`src/hw/rtl/lpdfp_pkg.sv`:
```
// ----------------------------------------------------------------------------
// lpdfp_pkg
// Shared types and constants for the downlink frame parser: frame layout,
// message type codes, status codes, register map and inter-module structs.
// ----------------------------------------------------------------------------
package lpdfp_pkg;

  // Frame layout.
  localparam int unsigned MAX_FRAME_BYTES = 255;
  localparam logic [7:0]  POS_MHDR        = 8'd0;
  localparam logic [7:0]  POS_ADDR_LAST   = 8'd4;
  localparam logic [7:0]  POS_FCTRL       = 8'd5;
  localparam logic [7:0]  POS_FCNT_LO     = 8'd6;
  localparam logic [7:0]  POS_FCNT_HI     = 8'd7;
  localparam logic [7:0]  POS_FPORT_BASE  = 8'd8;
  // Header, FPort and check word together; FOpts length comes on top.
  localparam logic [7:0]  MIN_FRAME_BYTES = 8'd13;

  // MHDR message type codes.
  localparam logic [7:0] TYPE_MASK        = 8'hE0;
  localparam logic [7:0] TYPE_UNCONF_DOWN = 8'h60;
  localparam logic [7:0] TYPE_CONF_DOWN   = 8'hA0;
  localparam logic [7:0] FOPTS_LEN_MASK   = 8'h0F;

  // End-of-frame status codes.
  typedef enum logic [2:0] {
    ST_OK    = 3'd0,
    ST_TYPE  = 3'd1,
    ST_ADDR  = 3'd2,
    ST_CHECK = 3'd3,
    ST_PORT  = 3'd4,
    ST_SHORT = 3'd5
  } status_e;

  // Output item kinds.
  localparam logic KIND_PAYLOAD = 1'b0;
  localparam logic KIND_STATUS  = 1'b1;

  // Register map, indexed by paddr[3:2].
  typedef enum logic [1:0] {
    REG_DEV_ADDR   = 2'd0,
    REG_APP_PORT   = 2'd1,
    REG_CHECK_WORD = 2'd2
  } reg_idx_e;

  localparam int unsigned PADDR_W = 4;

  localparam logic [31:0] DEV_ADDR_RST   = 32'h1122_3344;
  localparam logic [7:0]  APP_PORT_RST   = 8'd88;
  localparam logic [31:0] CHECK_WORD_RST = 32'h1234_5678;

  // Configuration seen by the parse core.
  typedef struct packed {
    logic [31:0] dev_addr;
    logic [7:0]  app_port;
    logic [31:0] check_word;
  } cfg_t;

  // One result produced by the parse core for one byte.
  typedef struct packed {
    logic        valid;
    logic        kind;
    logic [7:0]  data;
    logic [2:0]  status;
    logic [31:0] dl_count;
    logic [7:0]  pay_len;
  } res_t;

endpackage

```
`src/hw/rtl/lpwan_downlink_frame_parser.sv`:
```
// ----------------------------------------------------------------------------
// lpwan_downlink_frame_parser
// A byte's beat is captured in the input register, and its result is then
// registered in the result register, which drives out_valid.
// Throughput: one byte per cycle, set by the input register feeding the parse
// core and result register; the input side keeps taking beats while a result
// waits, as long as the result register frees up in the same cycle.
// Reset: asynchronous and active low; parse state, counter and valids clear,
// registers return to their defaults.
// ----------------------------------------------------------------------------
module lpwan_downlink_frame_parser (
  input  logic                          clk_i,
  input  logic                          rst_ni,
  // Byte input channel.
  input  logic                          in_valid_i,
  output logic                          in_ready_o,
  input  logic [7:0]                    rx_byte_i,
  input  logic                          frame_end_i,
  // Result output channel.
  output logic                          out_valid_o,
  input  logic                          out_ready_i,
  output logic                          item_kind_o,
  output logic [7:0]                    data_byte_o,
  output logic [2:0]                    frame_status_o,
  output logic [31:0]                   downlink_count_o,
  output logic [7:0]                    payload_length_o,
  // Configuration port.
  input  logic                          psel,
  input  logic                          penable,
  input  logic                          pwrite,
  input  logic [lpdfp_pkg::PADDR_W-1:0] paddr,
  input  logic [31:0]                   pwdata,
  output logic [31:0]                   prdata,
  output logic                          pready
);
  import lpdfp_pkg::*;

  cfg_t        cfg;
  res_t        res;

  logic        in_valid_q;
  logic [7:0]  byte_q;
  logic        last_q;
  logic        fire;

  logic        out_valid_q;
  logic        kind_q;
  logic [7:0]  data_q;
  logic [2:0]  status_q;
  logic [31:0] dlcnt_q;
  logic [7:0]  plen_q;

  // Configuration registers.
  lpdfp_cfg_regs u_cfg (
    .clk_i   (clk_i),
    .rst_ni  (rst_ni),
    .psel    (psel),
    .penable (penable),
    .pwrite  (pwrite),
    .paddr   (paddr),
    .pwdata  (pwdata),
    .prdata  (prdata),
    .pready  (pready),
    .cfg_o   (cfg)
  );

  // A held byte is processed when the result register can take its result.
  assign fire       = in_valid_q & (~out_valid_q | out_ready_i);
  assign in_ready_o = ~in_valid_q | fire;

  // Input register.
  always_ff @(posedge clk_i or negedge rst_ni) begin
    if (!rst_ni) begin
      in_valid_q <= 1'b0;
    end else if (in_valid_i && in_ready_o) begin
      in_valid_q <= 1'b1;
    end else if (fire) begin
      in_valid_q <= 1'b0;
    end
  end

  always_ff @(posedge clk_i) begin
    if (in_valid_i && in_ready_o) begin
      byte_q <= rx_byte_i;
      last_q <= frame_end_i;
    end
  end

  // Parse core.
  lpdfp_parse_core u_core (
    .clk_i  (clk_i),
    .rst_ni (rst_ni),
    .step_i (fire),
    .byte_i (byte_q),
    .last_i (last_q),
    .cfg_i  (cfg),
    .res_o  (res)
  );

  // Result register.
  always_ff @(posedge clk_i or negedge rst_ni) begin
    if (!rst_ni) begin
      out_valid_q <= 1'b0;
    end else if (fire && res.valid) begin
      out_valid_q <= 1'b1;
    end else if (out_ready_i) begin
      out_valid_q <= 1'b0;
    end
  end

  always_ff @(posedge clk_i) begin
    if (fire && res.valid) begin
      kind_q   <= res.kind;
      data_q   <= res.data;
      status_q <= res.status;
      dlcnt_q  <= res.dl_count;
      plen_q   <= res.pay_len;
    end
  end

  assign out_valid_o      = out_valid_q;
  assign item_kind_o      = kind_q;
  assign data_byte_o      = data_q;
  assign frame_status_o   = status_q;
  assign downlink_count_o = dlcnt_q;
  assign payload_length_o = plen_q;

endmodule

```
`src/hw/rtl/lpdfp_cfg_regs.sv`:
```
// ----------------------------------------------------------------------------
// lpdfp_cfg_regs
// APB-style register block holding device address, application port and
// expected check word. Writes complete in the access phase; pready is tied high.
// ----------------------------------------------------------------------------
module lpdfp_cfg_regs (
  input  logic                         clk_i,
  input  logic                         rst_ni,
  input  logic                         psel,
  input  logic                         penable,
  input  logic                         pwrite,
  input  logic [lpdfp_pkg::PADDR_W-1:0] paddr,
  input  logic [31:0]                  pwdata,
  output logic [31:0]                  prdata,
  output logic                         pready,
  output lpdfp_pkg::cfg_t              cfg_o
);
  import lpdfp_pkg::*;

  cfg_t     cfg_q;
  reg_idx_e idx;
  logic     wr_en;

  assign idx    = reg_idx_e'(paddr[3:2]);
  assign wr_en  = psel & penable & pwrite;
  assign pready = 1'b1;
  assign cfg_o  = cfg_q;

  // Register writes; an address past the map is ignored.
  always_ff @(posedge clk_i or negedge rst_ni) begin
    if (!rst_ni) begin
      cfg_q.dev_addr   <= DEV_ADDR_RST;
      cfg_q.app_port   <= APP_PORT_RST;
      cfg_q.check_word <= CHECK_WORD_RST;
    end else if (wr_en) begin
      case (idx)
        REG_DEV_ADDR:   cfg_q.dev_addr   <= pwdata;
        REG_APP_PORT:   cfg_q.app_port   <= pwdata[7:0];
        REG_CHECK_WORD: cfg_q.check_word <= pwdata;
        default: ;
      endcase
    end
  end

  // Read data mux.
  always_comb begin
    case (idx)
      REG_DEV_ADDR:   prdata = cfg_q.dev_addr;
      REG_APP_PORT:   prdata = {24'd0, cfg_q.app_port};
      REG_CHECK_WORD: prdata = cfg_q.check_word;
      default:        prdata = 32'd0;
    endcase
  end

endmodule

```
`src/hw/rtl/lpdfp_parse_core.sv`:
```
// ----------------------------------------------------------------------------
// lpdfp_parse_core
// Per-frame parse state and the combinational next-state logic. Each step takes
// one byte, updates field capture, the 4-byte tail delay and the counters, and
// produces at most one result. The downlink counter persists across frames.
// ----------------------------------------------------------------------------
module lpdfp_parse_core (
  input  logic            clk_i,
  input  logic            rst_ni,
  input  logic            step_i,
  input  logic [7:0]      byte_i,
  input  logic            last_i,
  input  lpdfp_pkg::cfg_t cfg_i,
  output lpdfp_pkg::res_t res_o
);
  import lpdfp_pkg::*;

  logic [7:0]  pos_q, pos_d;
  logic        type_ok_q, type_ok_d;
  logic [31:0] addr_q, addr_d;
  logic [3:0]  optlen_q, optlen_d;
  logic [15:0] rcnt_q, rcnt_d;
  status_e     err_q, err_d;
  logic [7:0]  tail_q [4];
  logic [7:0]  tail_d [4];
  logic [7:0]  pcnt_q, pcnt_d;
  logic [31:0] dlcnt_q, dlcnt_d;

  logic        kept;
  logic        released;
  logic [7:0]  rel_byte;
  logic [7:0]  mtype;
  logic [31:0] check;
  logic [7:0]  need_len;
  logic [15:0] diff;
  status_e     status;

  assign kept  = pos_q < 8'(MAX_FRAME_BYTES);
  assign mtype = byte_i & TYPE_MASK;

  always_comb begin
    pos_d     = pos_q;
    type_ok_d = type_ok_q;
    addr_d    = addr_q;
    optlen_d  = optlen_q;
    rcnt_d    = rcnt_q;
    err_d     = err_q;
    tail_d    = tail_q;
    pcnt_d    = pcnt_q;
    dlcnt_d   = dlcnt_q;
    released  = 1'b0;
    rel_byte  = tail_q[0];

    // Field capture, tail delay and payload release for a kept byte.
    if (kept) begin
      if (pos_q == POS_MHDR) begin
        type_ok_d = (mtype == TYPE_UNCONF_DOWN) || (mtype == TYPE_CONF_DOWN);
        if (!type_ok_d) begin
          err_d = ST_TYPE;
        end
      end else if (pos_q <= POS_ADDR_LAST) begin
        addr_d = {byte_i, addr_q[31:8]};
        if (pos_q == POS_ADDR_LAST && err_q == ST_OK && addr_d != cfg_i.dev_addr) begin
          err_d = ST_ADDR;
        end
      end else if (pos_q == POS_FCTRL) begin
        optlen_d = byte_i[3:0] & FOPTS_LEN_MASK[3:0];
      end else if (pos_q == POS_FCNT_LO) begin
        rcnt_d = {8'd0, byte_i};
      end else if (pos_q == POS_FCNT_HI) begin
        rcnt_d = {byte_i, rcnt_q[7:0]};
      end else if (pos_q == POS_FPORT_BASE + {4'd0, optlen_q}) begin
        if (err_q == ST_OK && byte_i != cfg_i.app_port) begin
          err_d = ST_PORT;
        end
      end

      tail_d[0] = tail_q[1];
      tail_d[1] = tail_q[2];
      tail_d[2] = tail_q[3];
      tail_d[3] = byte_i;

      if (pos_q >= MIN_FRAME_BYTES + {4'd0, optlen_d} && type_ok_d && err_d == ST_OK) begin
        released = 1'b1;
        if (pcnt_q != 8'hFF) begin
          pcnt_d = pcnt_q + 8'd1;
        end
      end
      pos_d = pos_q + 8'd1;
    end

    // End-of-frame judgment, in order of precedence.
    check    = {tail_d[3], tail_d[2], tail_d[1], tail_d[0]};
    need_len = MIN_FRAME_BYTES + {4'd0, optlen_d};
    if (!type_ok_d) begin
      status = ST_TYPE;
    end else if (pos_d < need_len) begin
      status = ST_SHORT;
    end else if (err_d == ST_ADDR) begin
      status = ST_ADDR;
    end else if (check != cfg_i.check_word) begin
      status = ST_CHECK;
    end else if (err_d == ST_PORT) begin
      status = ST_PORT;
    end else begin
      status = ST_OK;
    end

    // Extend FCnt into the stored counter; both directions add the 16-bit diff.
    diff = rcnt_d - dlcnt_q[15:0];
    if (last_i && (status == ST_OK || status == ST_PORT)) begin
      dlcnt_d = dlcnt_q + {16'd0, diff};
    end

    // Result item.
    res_o.valid    = last_i | released;
    res_o.kind     = last_i ? KIND_STATUS : KIND_PAYLOAD;
    res_o.data     = released ? rel_byte : 8'd0;
    res_o.status   = last_i ? status : ST_OK;
    res_o.dl_count = dlcnt_d;
    res_o.pay_len  = pcnt_d;

    // Frame end returns per-frame state to its reset value.
    if (last_i) begin
      pos_d     = 8'd0;
      type_ok_d = 1'b0;
      addr_d    = 32'd0;
      optlen_d  = 4'd0;
      rcnt_d    = 16'd0;
      err_d     = ST_OK;
      tail_d[0] = 8'd0;
      tail_d[1] = 8'd0;
      tail_d[2] = 8'd0;
      tail_d[3] = 8'd0;
      pcnt_d    = 8'd0;
    end
  end

  // Parse state registers, advanced once per processed byte.
  always_ff @(posedge clk_i or negedge rst_ni) begin
    if (!rst_ni) begin
      pos_q     <= 8'd0;
      type_ok_q <= 1'b0;
      addr_q    <= 32'd0;
      optlen_q  <= 4'd0;
      rcnt_q    <= 16'd0;
      err_q     <= ST_OK;
      tail_q[0] <= 8'd0;
      tail_q[1] <= 8'd0;
      tail_q[2] <= 8'd0;
      tail_q[3] <= 8'd0;
      pcnt_q    <= 8'd0;
      dlcnt_q   <= 32'd0;
    end else if (step_i) begin
      pos_q     <= pos_d;
      type_ok_q <= type_ok_d;
      addr_q    <= addr_d;
      optlen_q  <= optlen_d;
      rcnt_q    <= rcnt_d;
      err_q     <= err_d;
      tail_q    <= tail_d;
      pcnt_q    <= pcnt_d;
      dlcnt_q   <= dlcnt_d;
    end
  end

endmodule

```
`config.mk`:
```
export PLATFORM = sky130hd
export DESIGN_NAME = lpwan_downlink_frame_parser
export DESIGN_NICKNAME = d
export VERILOG_FILES = /design/src/hw/rtl/lpdfp_pkg.sv /design/src/hw/rtl/lpwan_downlink_frame_parser.sv /design/src/hw/rtl/lpdfp_cfg_regs.sv /design/src/hw/rtl/lpdfp_parse_core.sv
export SDC_FILE = /design/constraint.sdc
export NUM_CORES = 1
export LEC_CHECK = 0
export BUFFER_PORTS_ARGS = -buffer_cell sky130_fd_sc_hd__buf_2
export CORE_MARGIN = 5
export CORE_UTILIZATION = 50
export CTS_BUF_LIST = sky130_fd_sc_hd__clkbuf_4 sky130_fd_sc_hd__clkbuf_8 sky130_fd_sc_hd__clkbuf_16
export CTS_CLUSTER_SIZE = 20
export DETAILED_ROUTE_END_ITERATION = 12
export PLACE_DENSITY = 0.74
export SYNTH_ARGS = -nofsm -noshare
export SYNTH_HDL_FRONTEND = slang
export SYNTH_SLANG_ARGS = --single-unit
```
`constraint.sdc`:
```
create_clock -name clk_i -period 5.9 [get_ports clk_i]
set_input_delay 1.18 -clock clk_i [delete_from_list [all_inputs] [get_ports clk_i]]
set_output_delay 1.18 -clock clk_i [all_outputs]
set_load 0.005 [all_outputs]
```
### Yosys cells after proc, flatten, opt, wreduce, memory -nomap -nowiden

Cells that the tools add are included.

* bits in registers: 271
* input port bits: 52
* logic and storage cells: 138

* add/sub/neg operators: 7
* $lt $le $gt $ge: 4
* equality and inequality tests: 17
* multiplexer cells: 55
* bitwise logic cells: 8
* reduce and logical (&&, ||, !) cells: 23

Operators with widths (count)
* $mux 32: 7
* $mux 16: 7
* $pmux 32 s3: 1
* $ne 32x32->1: 2
* $mux 3: 17
* $mux 8: 6
* $add 32x16->32: 1
* $eq 8x3->1 const B: 4
* $mux 4: 6
* $add 8x1->8 const B: 2
* $sub 16x16->16: 1
* $add 4x4->5 const A: 3
* $mux 1: 11
* $eq 3x3->1 const B: 3
* $logic_not 3->1: 3
* $eq 8x8->1: 1
* $ge 8x8->1: 1
* $le 8x3->1 const B: 1
* $logic_and 1x1->1: 8
* $logic_not 8->1: 1
* $lt 8x8->1: 1
* $lt 8x8->1 const B: 1
* $ne 8x8->1: 1
* $ne 8x8->1 const B: 1
* 12 further kinds: 24

### Logic depth before layout (Yosys ltp)

* word-level depth: 21
* gate-level depth with buffers: 26

### Hierarchy

A second synthesis with hierarchy kept.

* cells, all modules: 1345
* area total of the unflattened synthesis: 14993.1 um^2

By module, submodules not included
* lpdfp_parse_core: times used 1, cells each 1035, area an instance 9730.6 um^2, sequential area each 3203.1 um^2
* lpdfp_cfg_regs: times used 1, cells each 239, area an instance 3319.4 um^2, sequential area each 1834.3 um^2
* lpwan_downlink_frame_parser: times used 1, cells each 71, area an instance 1943.1 um^2, sequential area each 1881.8 um^2

### Worst setup path after synthesis

Ideal clock, no wire load.

* path type: register -> register
* start: reg u_core.pos_q[2]
* end: reg data_q[0] (netlist: data_byte_o[0]) (enable)
* setup time: 462 ps
* arrival time: 5762 ps
* data required time: 5438 ps
* slack: -324 ps
* cell stages (with the launch flop): 17
* path buffers: 2
* period minus slack after synthesis: 6224 ps
* cell sequence: dfrtp_1 -> clkbuf_1 -> or3b_2 -> nor3_2 -> mux2i_1 -> inv_1 -> ha_1 -> inv_1 -> ha_1 -> a21o_1 -> a21o_1 -> a21o_1 -> a211oi_1 -> nor4b_2 -> clkbuf_1 -> nor2_1 -> nor2_1

* longest elaborated chain between the ends: 14

Ends and longest elaborated chain
* from (decl): RTL line lpdfp_parse_core.sv:18 `logic [7:0] pos_q, pos_d;`
* from (signal assigned): RTL line lpdfp_parse_core.sv:155 `pos_q <= pos_d;`
* parallel branches: the longest is 11 deep, another holds $le 8x3->1
* $mux 1 *: RTL line lpdfp_parse_core.sv:55 `if (kept) begin`
* $or 1x1->1 *: RTL line lpdfp_parse_core.sv:116 `res_o.valid = last_i | released;`
* $logic_and 1x1->1 *: RTL line lpwan_downlink_frame_parser.sv:112 `if (fire && res.valid) begin`
* to (signal assigned): RTL line lpwan_downlink_frame_parser.sv:114 `data_q <= res.data;`
* to (decl): RTL line lpwan_downlink_frame_parser.sv:48 `logic [7:0] data_q;`

Every way passes the cells marked *. The select of a mux whose other input is x is not followed.
A chain may end at the register's enable or synchronous reset.

==> impl.org <==
** Run status
- Result of the run :: finished, final reports clean

** Timing
- The number of pins with negative max-slew slack in the final report came to 0.
- Final hold analysis gives a worst-case slack of 0.489 ns.
- Final worst slack :: 0.299 ns
- In the final timing run, aggregate negative setup slack is 0 ns.
- Final critical-path required period :: 5.60 ns
- Timing would allow up to 179 MHz.
- Number of endpoints failing setup at the final stage :: 0
- Worst-margin pin slew :: 0.871 ns
- Unrepaired setup endpoints after global routing :: no
- Fin crit share :: 94.9%
- Across the routed clock network, the largest skew measured is 0.0118 ns.
- Count of final hold-check violations :: 0
- In this run the tightest slew margin relative to its limit is 41.7%.

** Final layout
- The net count of the finished layout is 1,532.
- In the final layout, the share of cells above drive strength 1 is 26.7%.
- Synth-to-layout area growth :: 16.0%
- The library cell used most frequently in the layout, excluding fill and tap cells, is sky130_fd_sc_hd__dfrtp_1.
- The repair_antennas step left the layout with diodes totalling 0.
- The count of cells in the finished layout, fillers not included, comes to 1,838.
- Measured on the finished design, the core utilization comes to 58.5%.
- Top library cells by usage in the layout, fill and taps aside :: sky130_fd_sc_hd__dfrtp_1 (175), sky130_fd_sc_hd__buf_2 (134), sky130_fd_sc_hd__xor2_1 (110)
- FILL cells :: 2,344

** Power
- For this design the ratio of total power to cell area is 329 nW/um^2.
- Across the VDD grid, the largest voltage drop is 272 uV.
- Static Leak :: 7.98 nW

** Floorplanning
- Die boundary width :: 180 um
- I/O Pins :: 139
- The floorplan step defined a die boundary enclosing 32,400 um^2.
- DIE HEIGHT :: 180 um
- Floorplan row count :: 62
- Area of the core :: 28,600 um^2
- The initial utilization of the core area, before any placement, comes to 50.4%.

** Clocking
- Post-CTS clock slew at the launch and capture registers of the worst setup and hold paths :: 0.06 ns
- Number of CTS-inserted buffers :: 29
- Library cell used as clock root buffer :: sky130_fd_sc_hd__clkbuf_16
- Htree depth :: 1
- TritonCTS built the clock tree.
- CTS saw 263 sinks.
- Largest buffer count on any clock path :: 3
- Clock latency on the worst-skew pair :: 0.55 ns

** Place
- Count of buffers inserted at the top-level ports :: 135
- Place WS :: 0.107 ns
- The congestion estimate from routability-driven global placement came to 0.904.
- Cell count after placement :: 1,784
- Dpl hpwl :: 25,200 um

** Worst setup path
- The critical path in this run is classified as reg -> reg.
- STA classifies the critical path startpoint as a flop.
- R2r worst-path depth :: 24
- Highest net fanout along the worst path :: 16
- Endpoint required time on the critical path :: 6.20 ns
- Data arrival time at the worst-slack endpoint :: 5.90 ns
- STA classifies the critical path endpoint as a flop.

** GRT
- Global-route wire length before repair :: 57,600 um
- Grt ovf :: 0
- Overall global routing resource usage :: 21.6%
- The number of global-route vias before repair was 10,400.
- Antenna violations before repair :: 0
- Entering global routing, the biggest net connects 107 pins.

** Synthesis
- Synthesis produced a netlist whose cell count is 1,288.
- Part of the Yosys area used for sequential elements :: 47.9%
- In this run the mean area of a mapped cell was 11.2 um^2.
- Top_reg_cell synth :: sky130_fd_sc_hd__dfrtp_1
- Synthesized Nets :: 1,389
- Summing every instance area after synthesis gives 14,400 um^2.
- The synthesized netlist contains 73 unique library cells.
- Share of flip-flops with an asynchronous set or reset :: 76.8%
- For this run, the number of Yosys warnings is 0.
- Post-synth EDFFs :: 61
- Number of storage elements in the synthesis netlist :: 263

** Drt
- Wirelength per Cell :: 19.4 um
- Overall via count from detail_route :: 10,600
- In this run the remaining antenna-violating nets after routing total 0.
- Before antenna repair, the detailed router went through 5 iterations.
- Summed over all layers, the routed wires come to 35,700 um.
- Via count normalized by instance count :: 5.76
- Number of remaining DRC errors :: 0
- After the first detailed-routing iteration, the DRC count stood at 679.

** Run
- # Max-Cap Violations :: 0

** Hold path
- Counting instances, the worst hold path has a depth of 1.
- Class of the tightest hold or removal check :: reg -> reg
==> final cells by class <==
type / instances / area (um^2) / area share [%]
clock buffers: 40 / 833 / 4.98
clock inverters: 14 / 203 / 1.21
inverters: 43 / 161 / 0.964
multi-input cells: 920 / 7170 / 42.8
flip-flops and latches: 263 / 6920 / 41.3
well taps: 384 / 480 / 2.87
repair buffers: 174 / 981 / 5.86
==> state kept, by name, summed over array words and instances (netlist names) <==
signal,count
u_cfg.cfg_o,72
downlink_count_o,32
u_core.dlcnt_q,32
u_core.addr_q,24
u_core.tail_q,24
u_core.rcnt_q,16
byte_q,8
data_byte_o,8
payload_length_o,8
u_core.pcnt_q,8
u_core.pos_q,8
u_core.rel_byte,8
u_core.optlen_q,4
frame_status_o,3
u_core.err_q,3
in_valid_q,1
item_kind_o,1
last_q,1
out_valid_o,1
u_core.type_ok_q,1
==> cells by family (layout without fill, tap and decap cells) <==
family	Yosys count	after routing	synth area share [%]
AO/OA/AOI/OAI	239	239	12.1
flip-flops	263	263	47.9
multiplexers	157	157	11.8
other	1	1	0.0260
AND/OR/NAND/NOR	317	317	11.4
buffers and inverters	105	271	2.90
XOR/XNOR	157	157	9.52
adder cells (fa/ha/maj)	49	49	4.35
==> path summary, 6_finish.rpt <==
check | from | endpoint | slack, ns
worst max-delay path | u_core.pos_q[4] | downlink_count_o[31] | 0.30
worst min register to register | u_core.dlcnt_q[31] | u_core.dlcnt_q[31] | 0.49
worst max register to register | u_core.pos_q[4] | downlink_count_o[31] | 0.30
max in group asynchronous | rst_ni | u_core.pos_q[0] | 3.90
min in group asynchronous | rst_ni | u_cfg.cfg_o[41] | 0.73
worst min-delay path | u_core.dlcnt_q[31] | u_core.dlcnt_q[31] | 0.49
==> cell usage after synthesis, types with 3 or more instances <==
cell | number | area, um^2
sky130_fd_sc_hd__and3_1 | 17 | 106
sky130_fd_sc_hd__nand2_1 | 71 | 267
sky130_fd_sc_hd__inv_1 | 43 | 161
sky130_fd_sc_hd__o21ai_0 | 37 | 185
sky130_fd_sc_hd__a31oi_1 | 10 | 62.6
sky130_fd_sc_hd__o21ai_1 | 3 | 15.0
sky130_fd_sc_hd__buf_1 | 4 | 15.0
sky130_fd_sc_hd__a41oi_1 | 4 | 35.0
sky130_fd_sc_hd__a22o_1 | 78 | 683
sky130_fd_sc_hd__nor3b_1 | 5 | 37.5
sky130_fd_sc_hd__nor3_1 | 34 | 170
sky130_fd_sc_hd__dfrtp_1 | 176 | 4400
sky130_fd_sc_hd__nor2_1 | 72 | 270
sky130_fd_sc_hd__o22ai_1 | 8 | 50.1
sky130_fd_sc_hd__a21boi_0 | 3 | 22.5
sky130_fd_sc_hd__a311o_1 | 3 | 30.0
sky130_fd_sc_hd__nor4b_1 | 3 | 26.3
sky130_fd_sc_hd__edfxtp_1 | 61 | 1830
sky130_fd_sc_hd__a21oi_1 | 29 | 145
sky130_fd_sc_hd__o21bai_1 | 4 | 30.0
sky130_fd_sc_hd__nand3b_1 | 3 | 22.5
sky130_fd_sc_hd__o21a_1 | 6 | 45.0
sky130_fd_sc_hd__a21o_1 | 19 | 143
sky130_fd_sc_hd__clkbuf_1 | 50 | 188
sky130_fd_sc_hd__buf_2 | 5 | 25.0
sky130_fd_sc_hd__mux2i_1 | 51 | 510
sky130_fd_sc_hd__xor2_1 | 110 | 963
sky130_fd_sc_hd__nand4_1 | 9 | 56.3
sky130_fd_sc_hd__o211ai_1 | 3 | 22.5
sky130_fd_sc_hd__nand2b_1 | 9 | 56.3
sky130_fd_sc_hd__mux2_2 | 106 | 1190
sky130_fd_sc_hd__xnor2_1 | 47 | 412
sky130_fd_sc_hd__a211oi_1 | 4 | 30.0
sky130_fd_sc_hd__o31ai_1 | 6 | 45.0
sky130_fd_sc_hd__nor2b_1 | 7 | 43.8
sky130_fd_sc_hd__or3_1 | 3 | 18.8
sky130_fd_sc_hd__nand3_1 | 28 | 140
sky130_fd_sc_hd__nor4_1 | 22 | 138
sky130_fd_sc_hd__dfstp_2 | 26 | 683
sky130_fd_sc_hd__and2_1 | 17 | 106
sky130_fd_sc_hd__ha_1 | 47 | 588
==> per-layer routing <==
| metal | routed length (um) | vias to the layer above | GRT usage [%] |
|---|---|---|---|
| li1 | - | 4961 | - |
| met1 | 16400 | 5273 | 31.7 |
| met2 | 16500 | 300 | 33.4 |
| met3 | 2090 | 58 | 4.00 |
| met4 | 797 | 0 | 5.61 |
| met5 | 0 | - | 0 |
==> critical path, cell delays in order (launching register included) <==
cell                      delay (ns)
sky130_fd_sc_hd__dfrtp_1        0.38
sky130_fd_sc_hd__or3b_2         0.52
sky130_fd_sc_hd__nor2_2         0.18
sky130_fd_sc_hd__and3_1         0.20
sky130_fd_sc_hd__nor2_1         0.06
sky130_fd_sc_hd__a21oi_1        0.21
sky130_fd_sc_hd__nand2_1        0.12
sky130_fd_sc_hd__fa_1           0.41
sky130_fd_sc_hd__a21o_1         0.18
sky130_fd_sc_hd__a21o_1         0.20
sky130_fd_sc_hd__a21oi_2        0.18
sky130_fd_sc_hd__o21ai_0        0.15
sky130_fd_sc_hd__a21o_1         0.22
sky130_fd_sc_hd__a21o_1         0.20
sky130_fd_sc_hd__a31oi_2        0.27
sky130_fd_sc_hd__nor4b_1        0.10
sky130_fd_sc_hd__a311o_1        0.29
sky130_fd_sc_hd__ha_1           0.38
sky130_fd_sc_hd__a21o_1         0.20
sky130_fd_sc_hd__a41oi_2        0.21
sky130_fd_sc_hd__inv_1          0.06
sky130_fd_sc_hd__a21oi_1        0.17
sky130_fd_sc_hd__buf_6          0.20
sky130_fd_sc_hd__nor3_1         0.08
sky130_fd_sc_hd__xor2_1         0.17
==> report_power, final <==
| part | switching [mW] | internal, mW |
|---|---|---|
| registers | 0.290 | 2.12 |
| logic | 0.609 | 0.553 |
| clock network | 0.733 | 1.20 |
| total | 1.63 | 3.88 |
==> what timing repair did <==
item,CTS,global route
endpoints found under the hold margin,0,0
hold buffers,0,0
setup buffers,0,0
resized for setup,0,11
endpoints found under the setup margin,0,33
==> metrics by stage <==
| stage | power [mW] | instance area, um^2 |
|---|---|---|
| after floorplan | 3.15 | 14400 |
| after global placement | 3.54 | 15700 |
| after detailed placement | 3.59 | 15700 |
| after CTS | 5.54 | 16700 |
| after global routing | 5.79 | 16700 |
| final | 5.51 | 16700 |
Note: power is estimated with default switching activity, not from simulation.
